==> src/rtl/sobel_pkg.sv <==
// ----------------------------------------------------------------------------
// sobel_pkg
// types, codes and helper functions of the rgb sobel edge magnitude block
// ----------------------------------------------------------------------------
package sobel_pkg;

  // configuration register indexes
  localparam logic REG_FRAME_WIDTH  = 1'b0;
  localparam logic REG_FRAME_HEIGHT = 1'b1;

  localparam int unsigned CFG_W = 11;
  localparam logic [CFG_W-1:0] FRAME_WIDTH_RESET  = 11'd640;
  localparam logic [CFG_W-1:0] FRAME_HEIGHT_RESET = 11'd480;

  // input item kinds
  localparam logic REQ_PIXEL = 1'b0;
  localparam logic REQ_DRAIN = 1'b1;

  // magnitude saturation
  localparam logic [20:0] SAT_LIMIT = 21'd65281;
  localparam logic [7:0]  EDGE_MAX  = 8'd255;
  localparam logic [7:0]  ROOT_FIRST_BIT = 8'h80;

  // commands from controller to datapath
  typedef struct packed {
    logic latch;      // capture input item
    logic div_start;  // start a counter division
    logic div_sel;    // 0: pixel counter, 1: result counter
    logic update;     // line stores, window and pixel counter
    logic grad;       // gradients and result counters
    logic square;     // sums of squares, root init
    logic root_step;  // one bit of the roots
    logic round;      // rounding into the output register
  } cmd_t;

  // status from datapath to controller
  typedef struct packed {
    logic sync_needed;  // column counters stale after a size write
    logic div_done;     // division finishes this cycle
    logic ignore;       // drain tick inside the frame
    logic due;          // this item releases a result
    logic root_last;    // last root bit this cycle
  } status_t;

  // 3x3 gradient, horizontal: right column minus left column
  function automatic logic signed [10:0] grad_x(input logic [8:0][7:0] p);
    logic [10:0] pos;
    logic [10:0] neg;
    pos = 11'(p[2]) + (11'(p[5]) << 1) + 11'(p[8]);
    neg = 11'(p[0]) + (11'(p[3]) << 1) + 11'(p[6]);
    return signed'(pos - neg);
  endfunction

  // 3x3 gradient, vertical: bottom row minus top row
  function automatic logic signed [10:0] grad_y(input logic [8:0][7:0] p);
    logic [10:0] pos;
    logic [10:0] neg;
    pos = 11'(p[6]) + (11'(p[7]) << 1) + 11'(p[8]);
    neg = 11'(p[0]) + (11'(p[1]) << 1) + 11'(p[2]);
    return signed'(pos - neg);
  endfunction

endpackage

==> src/rtl/sobel_ctrl.sv <==
// ----------------------------------------------------------------------------
// sobel_ctrl
// sequencer: steps one item through resync, line store, gradient and root
// ----------------------------------------------------------------------------
module sobel_ctrl
  import sobel_pkg::*;
(
  input  logic    clk,
  input  logic    rst,
  input  logic    in_valid,
  output logic    in_ready,
  output logic    out_valid,
  input  logic    out_ready,
  input  status_t st,
  output cmd_t    cmd
);

  typedef enum logic [9:0] {
    S_IDLE   = 10'b0000000001,
    S_DIVP   = 10'b0000000010,
    S_DIVR   = 10'b0000000100,
    S_READ   = 10'b0000001000,
    S_UPDATE = 10'b0000010000,
    S_GRAD   = 10'b0000100000,
    S_SQUARE = 10'b0001000000,
    S_ROOT   = 10'b0010000000,
    S_ROUND  = 10'b0100000000,
    S_OUT    = 10'b1000000000
  } state_t;

  state_t state;
  state_t state_next;

  // state register
  always_ff @(posedge clk) begin
    if (rst) begin
      state <= S_IDLE;
    end else begin
      state <= state_next;
    end
  end

  // next state and commands
  always_comb begin
    state_next = state;
    cmd        = '0;
    in_ready   = 1'b0;
    out_valid  = 1'b0;
    unique case (state)
      S_IDLE: begin
        in_ready = 1'b1;
        if (in_valid) begin
          cmd.latch = 1'b1;
          if (st.sync_needed) begin
            cmd.div_start = 1'b1;
            state_next    = S_DIVP;
          end else begin
            state_next = S_READ;
          end
        end
      end
      S_DIVP: begin
        if (st.div_done) begin
          cmd.div_start = 1'b1;
          cmd.div_sel   = 1'b1;
          state_next    = S_DIVR;
        end
      end
      S_DIVR: begin
        cmd.div_sel = 1'b1;
        if (st.div_done) begin
          state_next = S_READ;
        end
      end
      S_READ: begin
        state_next = st.ignore ? S_IDLE : S_UPDATE;
      end
      S_UPDATE: begin
        cmd.update = 1'b1;
        state_next = st.due ? S_GRAD : S_IDLE;
      end
      S_GRAD: begin
        cmd.grad   = 1'b1;
        state_next = S_SQUARE;
      end
      S_SQUARE: begin
        cmd.square = 1'b1;
        state_next = S_ROOT;
      end
      S_ROOT: begin
        cmd.root_step = 1'b1;
        if (st.root_last) begin
          state_next = S_ROUND;
        end
      end
      S_ROUND: begin
        cmd.round  = 1'b1;
        state_next = S_OUT;
      end
      S_OUT: begin
        out_valid = 1'b1;
        if (out_ready) begin
          state_next = S_IDLE;
        end
      end
      default: begin
        state_next = S_IDLE;
      end
    endcase
  end

endmodule

==> config.mk <==
export PLATFORM = sky130hd
export DESIGN_NAME = sobel_ctrl
export DESIGN_NICKNAME = d
export VERILOG_FILES = /design/src/rtl/sobel_pkg.sv /design/src/rtl/sobel_ctrl.sv
export SDC_FILE = /design/constraint.sdc
export NUM_CORES = 1
export LEC_CHECK = 0
export BUFFER_PORTS_ARGS = -buffer_cell sky130_fd_sc_hd__clkbuf_2
export CAP_MARGIN = 40
export CORE_MARGIN = 2
export CORE_UTILIZATION = 55
export DETAILED_ROUTE_END_ITERATION = 16
export HOLD_SLACK_MARGIN = 0.12
export MAX_ROUTING_LAYER = met4
export PLACE_DENSITY = 0.82
export SYNTH_ARGS = -nofsm -noshare
export SYNTH_HDL_FRONTEND = slang
export SYNTH_SLANG_ARGS = --single-unit
export TNS_END_PERCENT = 50
==> constraint.sdc <==
create_clock -name clk -period 5.9 [get_ports clk]
set_clock_uncertainty 0.2 [all_clocks]
set_input_delay 1.475 -clock clk [delete_from_list [all_inputs] [get_ports clk]]
set_output_delay 1.475 -clock clk [all_outputs]
set_load 0.05 [all_outputs]
==> impl_results.md, run 1 <==
- Worst min-delay path category: flop to flop
- Setup WS pre-CTS: 1.962 ns
- Sequential cell area fraction in the yosys report: 25.97%
- Routed len/inst: 13.70 um
- P per Cell Area: 333.2 nW/um^2
- GRT Resource Usage Total: 22.37%
- Final #Nets: 118
- Pin count of the biggest net entering global routing: 14
- Clk sink count: 10
- Initial Util: 59.23%
- Syn Inst Count: 92
- Fmax: 253.3 MHz
- Syn-to-layout area delta: 10.55%
- CP Max Fanout: 3
- H-tree lvl count: 1
- Count leader, synth: nor2_1
- Max Slew Vio Count: 0
- DR vias: 738
- Syn avg cell area: 8.378 sq um
- Top Ports: 19
- Synth cell count leaders: nor2_1 (11), dfxtp_1 (10), nand2_1 (6), a21oi_1 (5), nor3_1 (5)
- Fin util: 65.48%
- DRT Pass-1 Iters: 4
- Clock Latency Late Sink: 0.26 ns
- Max reg flops: 10
- Worst slew margin: 68.59%
- Async set-or-reset flop fraction in the synthesized netlist: 0%
- Die X: 41.44 um
- VDD IR max: 320.8 uV
- Postcts setup bufs: 0
- Crit path DAT: 2.27 ns
- CP Launch Type: input port
- Via/cell ratio: 6.049
- Total Wirelength: 1.672 mm
- Status: complete, no violations
- Area contributors post-synth: dfxtp_1 (26%), nor2_1 (5.4%), nor3b_1 (3.9%)
- Die Y: 41.44 um
- Post-synth top area cell: dfxtp_1
- Ys Warns: 0
- Initial detailed-routing violation count: 20
- Largest registers: state x10
- Mapped cell area: 770.7 sq um
- Endpoints failing setup: 0
- Top_reg_cell synth: dfxtp_1
- Reg with most FFs: state
- Initial antenna violation count: 0
- TNS Setup: 0 ns
- Final min period: 3.948 ns
- CTS Root Cell: clkbuf_4
- Final Hold Fails: 0
- DR top layer: met4
- Worst Tran Pin Value: 0.4705 ns
- Layout cell share with drive strength beyond 1: 29.91%
- Hold-fix buffer count after cts: 0
- Clock transition at the registers of the reported paths: 0.07 ns
- Synth Net Count: 101
- Met1 wire length: 806 um
- Final critical-path share of the clock period: 66.92%
- GR Overflow Total: 0
- Max Cap Viol: 0
- Register bit total from synthesis: 10
- Inserted Clock Buffers: 3
- CTS max path bufs: 2
- Met3 Wirelength: 85 um
- Unique masters post-synth: 40
- Critical path class: input port to output pin
- Top cell type's share of synthesized area: 25.97%
- DRC errors left: 0
- DR WL met2: 768 um
- Worst Setup End Kind: output pin
- Worst endpoint required time: 4.22 ns
- Placer Congestion: 0.8433
- Detail Placement HPWL: 1.195 mm
- First-pass GRT wire length: 2.939 mm
- RSZ-0062 raised after global routing: no
- Post-route ant nets: 0
- Row cnt: 13
- Leakage: 0.3638 nW
- Number of diodes: 0
- Die area: 1717 sq um
- Post-synth EDFFs: 0
- Resize count post-CTS: 0
- Setup WS post-layout: 1.952 ns
- CTS tree: built
- PortBufs: 18
- Vias in the first global route: 647
- Core Area: 1301 sq um
==> final timing paths <==
kind | end | slack, ns | cells past startpoint | startpoint
setup / recovery | cmd[5] | 1.95 | 5 | st[3]
hold reg to reg | state[4] | 0.39 | 2 | state[3]
hold / removal | state[4] | 0.39 | 2 | state[3]
setup reg to reg | state[0] | 3.81 | 6 | state[5]
==> through the flow <==
step | std cells | area (sq um) | power (mW) | hold WS, ns
2_1_floorplan | 92 | 770.7 | 0.2184 | 0.3388
3_3_place_gp | 119 | 829.5 | 0.2334 | 0.3679
3_5_place_dp | 119 | 829.5 | 0.2362 | 0.3800
4_1_cts | 122 | 852.1 | 0.2846 | 0.3854
5_1_grt | 122 | 852.1 | 0.3048 | 0.4167
6_report | 122 | 852.1 | 0.2840 | 0.3874
==> cell type report <==
cell class                      instances  area, sq um
Clock buffer                            3        22.52
Fill cell                             138        449.2
Inverter                                3        11.26
Multi-Input combinational cell         73        509.2
Sequential cell                        10        200.2
Tap cell                               15        18.77
Timing Repair Buffer                   18        90.09
==> cell usage in the layout, fill, tap and decap left out, types with 2 or more instances in the layout <==
master,Yosys,routed
o21ai_0,3,3
nor4_2,2,2
nand4_1,3,3
dfxtp_1,10,10
and3b_2,2,2
xor2_1,3,3
nor3b_2,2,2
inv_1,3,3
nand2_1,6,6
nor2_1,11,11
nor3b_1,4,4
and2_1,2,2
clkbuf_4,0,3
nand3b_1,2,2
nor3_1,5,5
a21oi_1,5,5
nand3_1,2,2
nor3_2,2,2
clkbuf_2,0,18
==> worst max-delay path, cell delays in order <==
cell and delay [ns]:
clkbuf_2 0.09, and2_1 0.16, mux2i_1 0.08, nor3_1 0.16, clkbuf_2 0.31
==> power breakdown <==
group	leakage, nW	internal, mW	switching (mW)
clock	0.0138	0.0236	0.0246
sequential	0.0811	0.0742	0.0190
combinational	0.269	0.0539	0.0888
==> cells by family after synthesis <==
group | after synthesis | synth area share [%]
AND/OR/NAND/NOR | 52 | 43.67
AO/OA/AOI/OAI | 15 | 15.10
flip-flops | 10 | 25.97
buffers and inverters | 9 | 7.953
XOR/XNOR | 4 | 4.546
multiplexers | 2 | 2.760
==> layer usage <==
| metal | global-route usage, % | up-vias |
|---|---|---|
| met2 | 32.81 | 23 |
| met4 | 9.677 | 0 |
| met3 | 3.913 | 2 |
| li1 | - | 370 |
| met1 | 30.16 | 343 |
| met5 | - | - |
Power figures use the tool's default switching activity.
==> inputs of run 2 (changes only) <==
- CORE_UTILIZATION: 55 -> 51
- PLACE_DENSITY: 0.82 -> 0.77
- clock period: 5.9 -> 3.95 ns (I/O delays scaled with it)
==> run 2 against run 1 <==
  * Die area up 7.1%
  * Register-to-register slack worse by 1.9 ns
  * Total power up 57%
  * Worst setup slack worse by 1.3 ns
  * Design area up 1.8%
  * Global-route usage down 0.33 points
  * Clock-buffer cell count up 1
  * First-iteration DRC count down 35%
  * Non-clock buffer count unchanged
  * Critical path depth up 1
  * Largest cell class unchanged
==> impl_results.md, run 2 (synthesized netlist as in run 1, its figures left out) <==
- Initial Util: 53.01%
- Most frequent cells in the layout: clkbuf_2 (18), nor2_1 (11), dfxtp_1 (10), nand2_1 (6)
- GR Overflow Total: 0
- H-tree lvl count: 1
- Critical path's top delay family: simple AND/OR/NAND/NOR gates
- Crit path cell chain: nor3_1 > nand2_1 > nor3_2 > and2_1 > a32o_1 > clkbuf_2
- RSZ-0062 raised after global routing: no
- Clock transition at the registers of the reported paths: 0.07 ns
- Seq. cell area: 200.2 sq um
- Largest registers: state x10
- Resize count post-CTS: 0
- Pin count of the biggest net entering global routing: 14
- Reg with most FFs: state
- Placer Congestion: 0.7908
- Clk sink count: 10
- DRT Pass-1 Iters: 4
- Clock Latency Late Sink: 0.27 ns
- Initial antenna violation count: 0
- Routed len/inst: 13.77 um
- Max Slew Vio Count: 0
- Setup WS post-layout: 0.6479 ns
- Layout cell share with drive strength beyond 1: 30.56%
- CP max stage delay: 0.39 ns
- Inserted Clock Buffers: 3
- CP Launch Type: flop
- Worst Tran Pin Value: 0.4552 ns
- DRC errors left: 0
- Setup WS pre-CTS: 0.9726 ns
- Row cnt: 14
- Crit path DAT: 2.11 ns
- Final Hold Fails: 0
- P per Cell Area: 515.5 nW/um^2
- Worst slew margin: 69.61%
- Total Wirelength: 1.707 mm
- Worst min-delay path category: flop to flop
- PortBufs: 18
- Vias in the first global route: 683
- Top Ports: 19
- Detail Placement HPWL: 1.320 mm
- Endpoints failing setup: 0
- Worst endpoint required time: 2.76 ns
- Number of diodes: 0
- First-pass GRT wire length: 2.946 mm
- Fillers: 163
- TNS Setup: 0 ns
- Overall power: 0.4470 mW
- Postcts setup bufs: 0
- CTS Root Cell: clkbuf_4
- Final min period: 3.302 ns
- Max Cap Viol: 0
- Fmax: 302.8 MHz
- Placed cell count: 120
- DR vias: 711
- Via/cell ratio: 5.734
- Die Y: 42.88 um
- Final #Nets: 118
- Non-Filler Instances: 124
- Worst hold slack: 0.4006 ns
- Multi-input gate area: 509.2 sq um
- Syn-to-layout area delta: 12.50%
- Critical path class: flop to output pin
- Max reg flops: 10
- Worst Setup End Kind: output pin
- Most common cell after layout, fill and taps aside: clkbuf_2
- Buf/Inv on CP: 1
- CTS tree: built
- Status: complete, no violations
- Final critical-path share of the clock period: 83.60%
- CP Max Fanout: 8
- Leakage: 0.3710 nW
- Initial detailed-routing violation count: 13
- Hold-fix buffer count after cts: 0
- Core Area: 1454 sq um
- CTS max path bufs: 2
- VDD IR max: 355.8 uV
- Post-route ant nets: 0
- Die X: 42.88 um
- GRT Resource Usage Total: 22.04%
- Worst path slowest cell: dfxtp_1
- Die area: 1838 sq um
-- run 2: path summary, 6_finish.rpt --
kind	start	to	slack (ns)	depth (start not counted)
worst max-delay path	state[8]	cmd[6]	0.65	6
worst min-delay path	state[3]	state[4]	0.40	2
worst max register to register	state[8]	state[0]	1.90	6
worst min register to register	state[3]	state[4]	0.40	2
-- run 2: metal layers --
layer  global-route usage, %  vias up  wire length, um
li1                        -      367                -
met3                   2.553        2               81
met5                       -        -                0
met2                   35.45       22              810
met1                   26.96      320              787
met4                   11.25        0               28
-- run 2: worst register-to-register path, stage by stage, from the launching register on --
cell and delay (ns):
dfxtp_1 0.39, nor3_1 0.39, nand3b_1 0.23, o211ai_4 0.34
o21ba_1 0.19, o32ai_1 0.12, nand2b_1 0.08
-- run 2: cell type report --
class	instances	area share, %
inverters	3	1.299
flip-flops and latches	10	23.09
repair buffers	18	10.39
well taps	16	2.309
multi-input cells	73	58.73
clock buffers	4	4.185
-- run 2: through the flow --
step | area [sq um] | utilization [%]
floorplan | 770.7 | -
global placement | 830.8 | 57.14
detailed placement | 830.8 | 57.14
CTS | 867.1 | 59.64
global route | 867.1 | 59.64
finish | 867.1 | 59.64
-- run 2: report_power, final --
part	internal [mW]	total, mW	switching, mW
clock network	0.0561	0.0963	0.0402
logic	0.0805	0.211	0.131
registers	0.111	0.139	0.0284
total	0.247	0.447	0.200
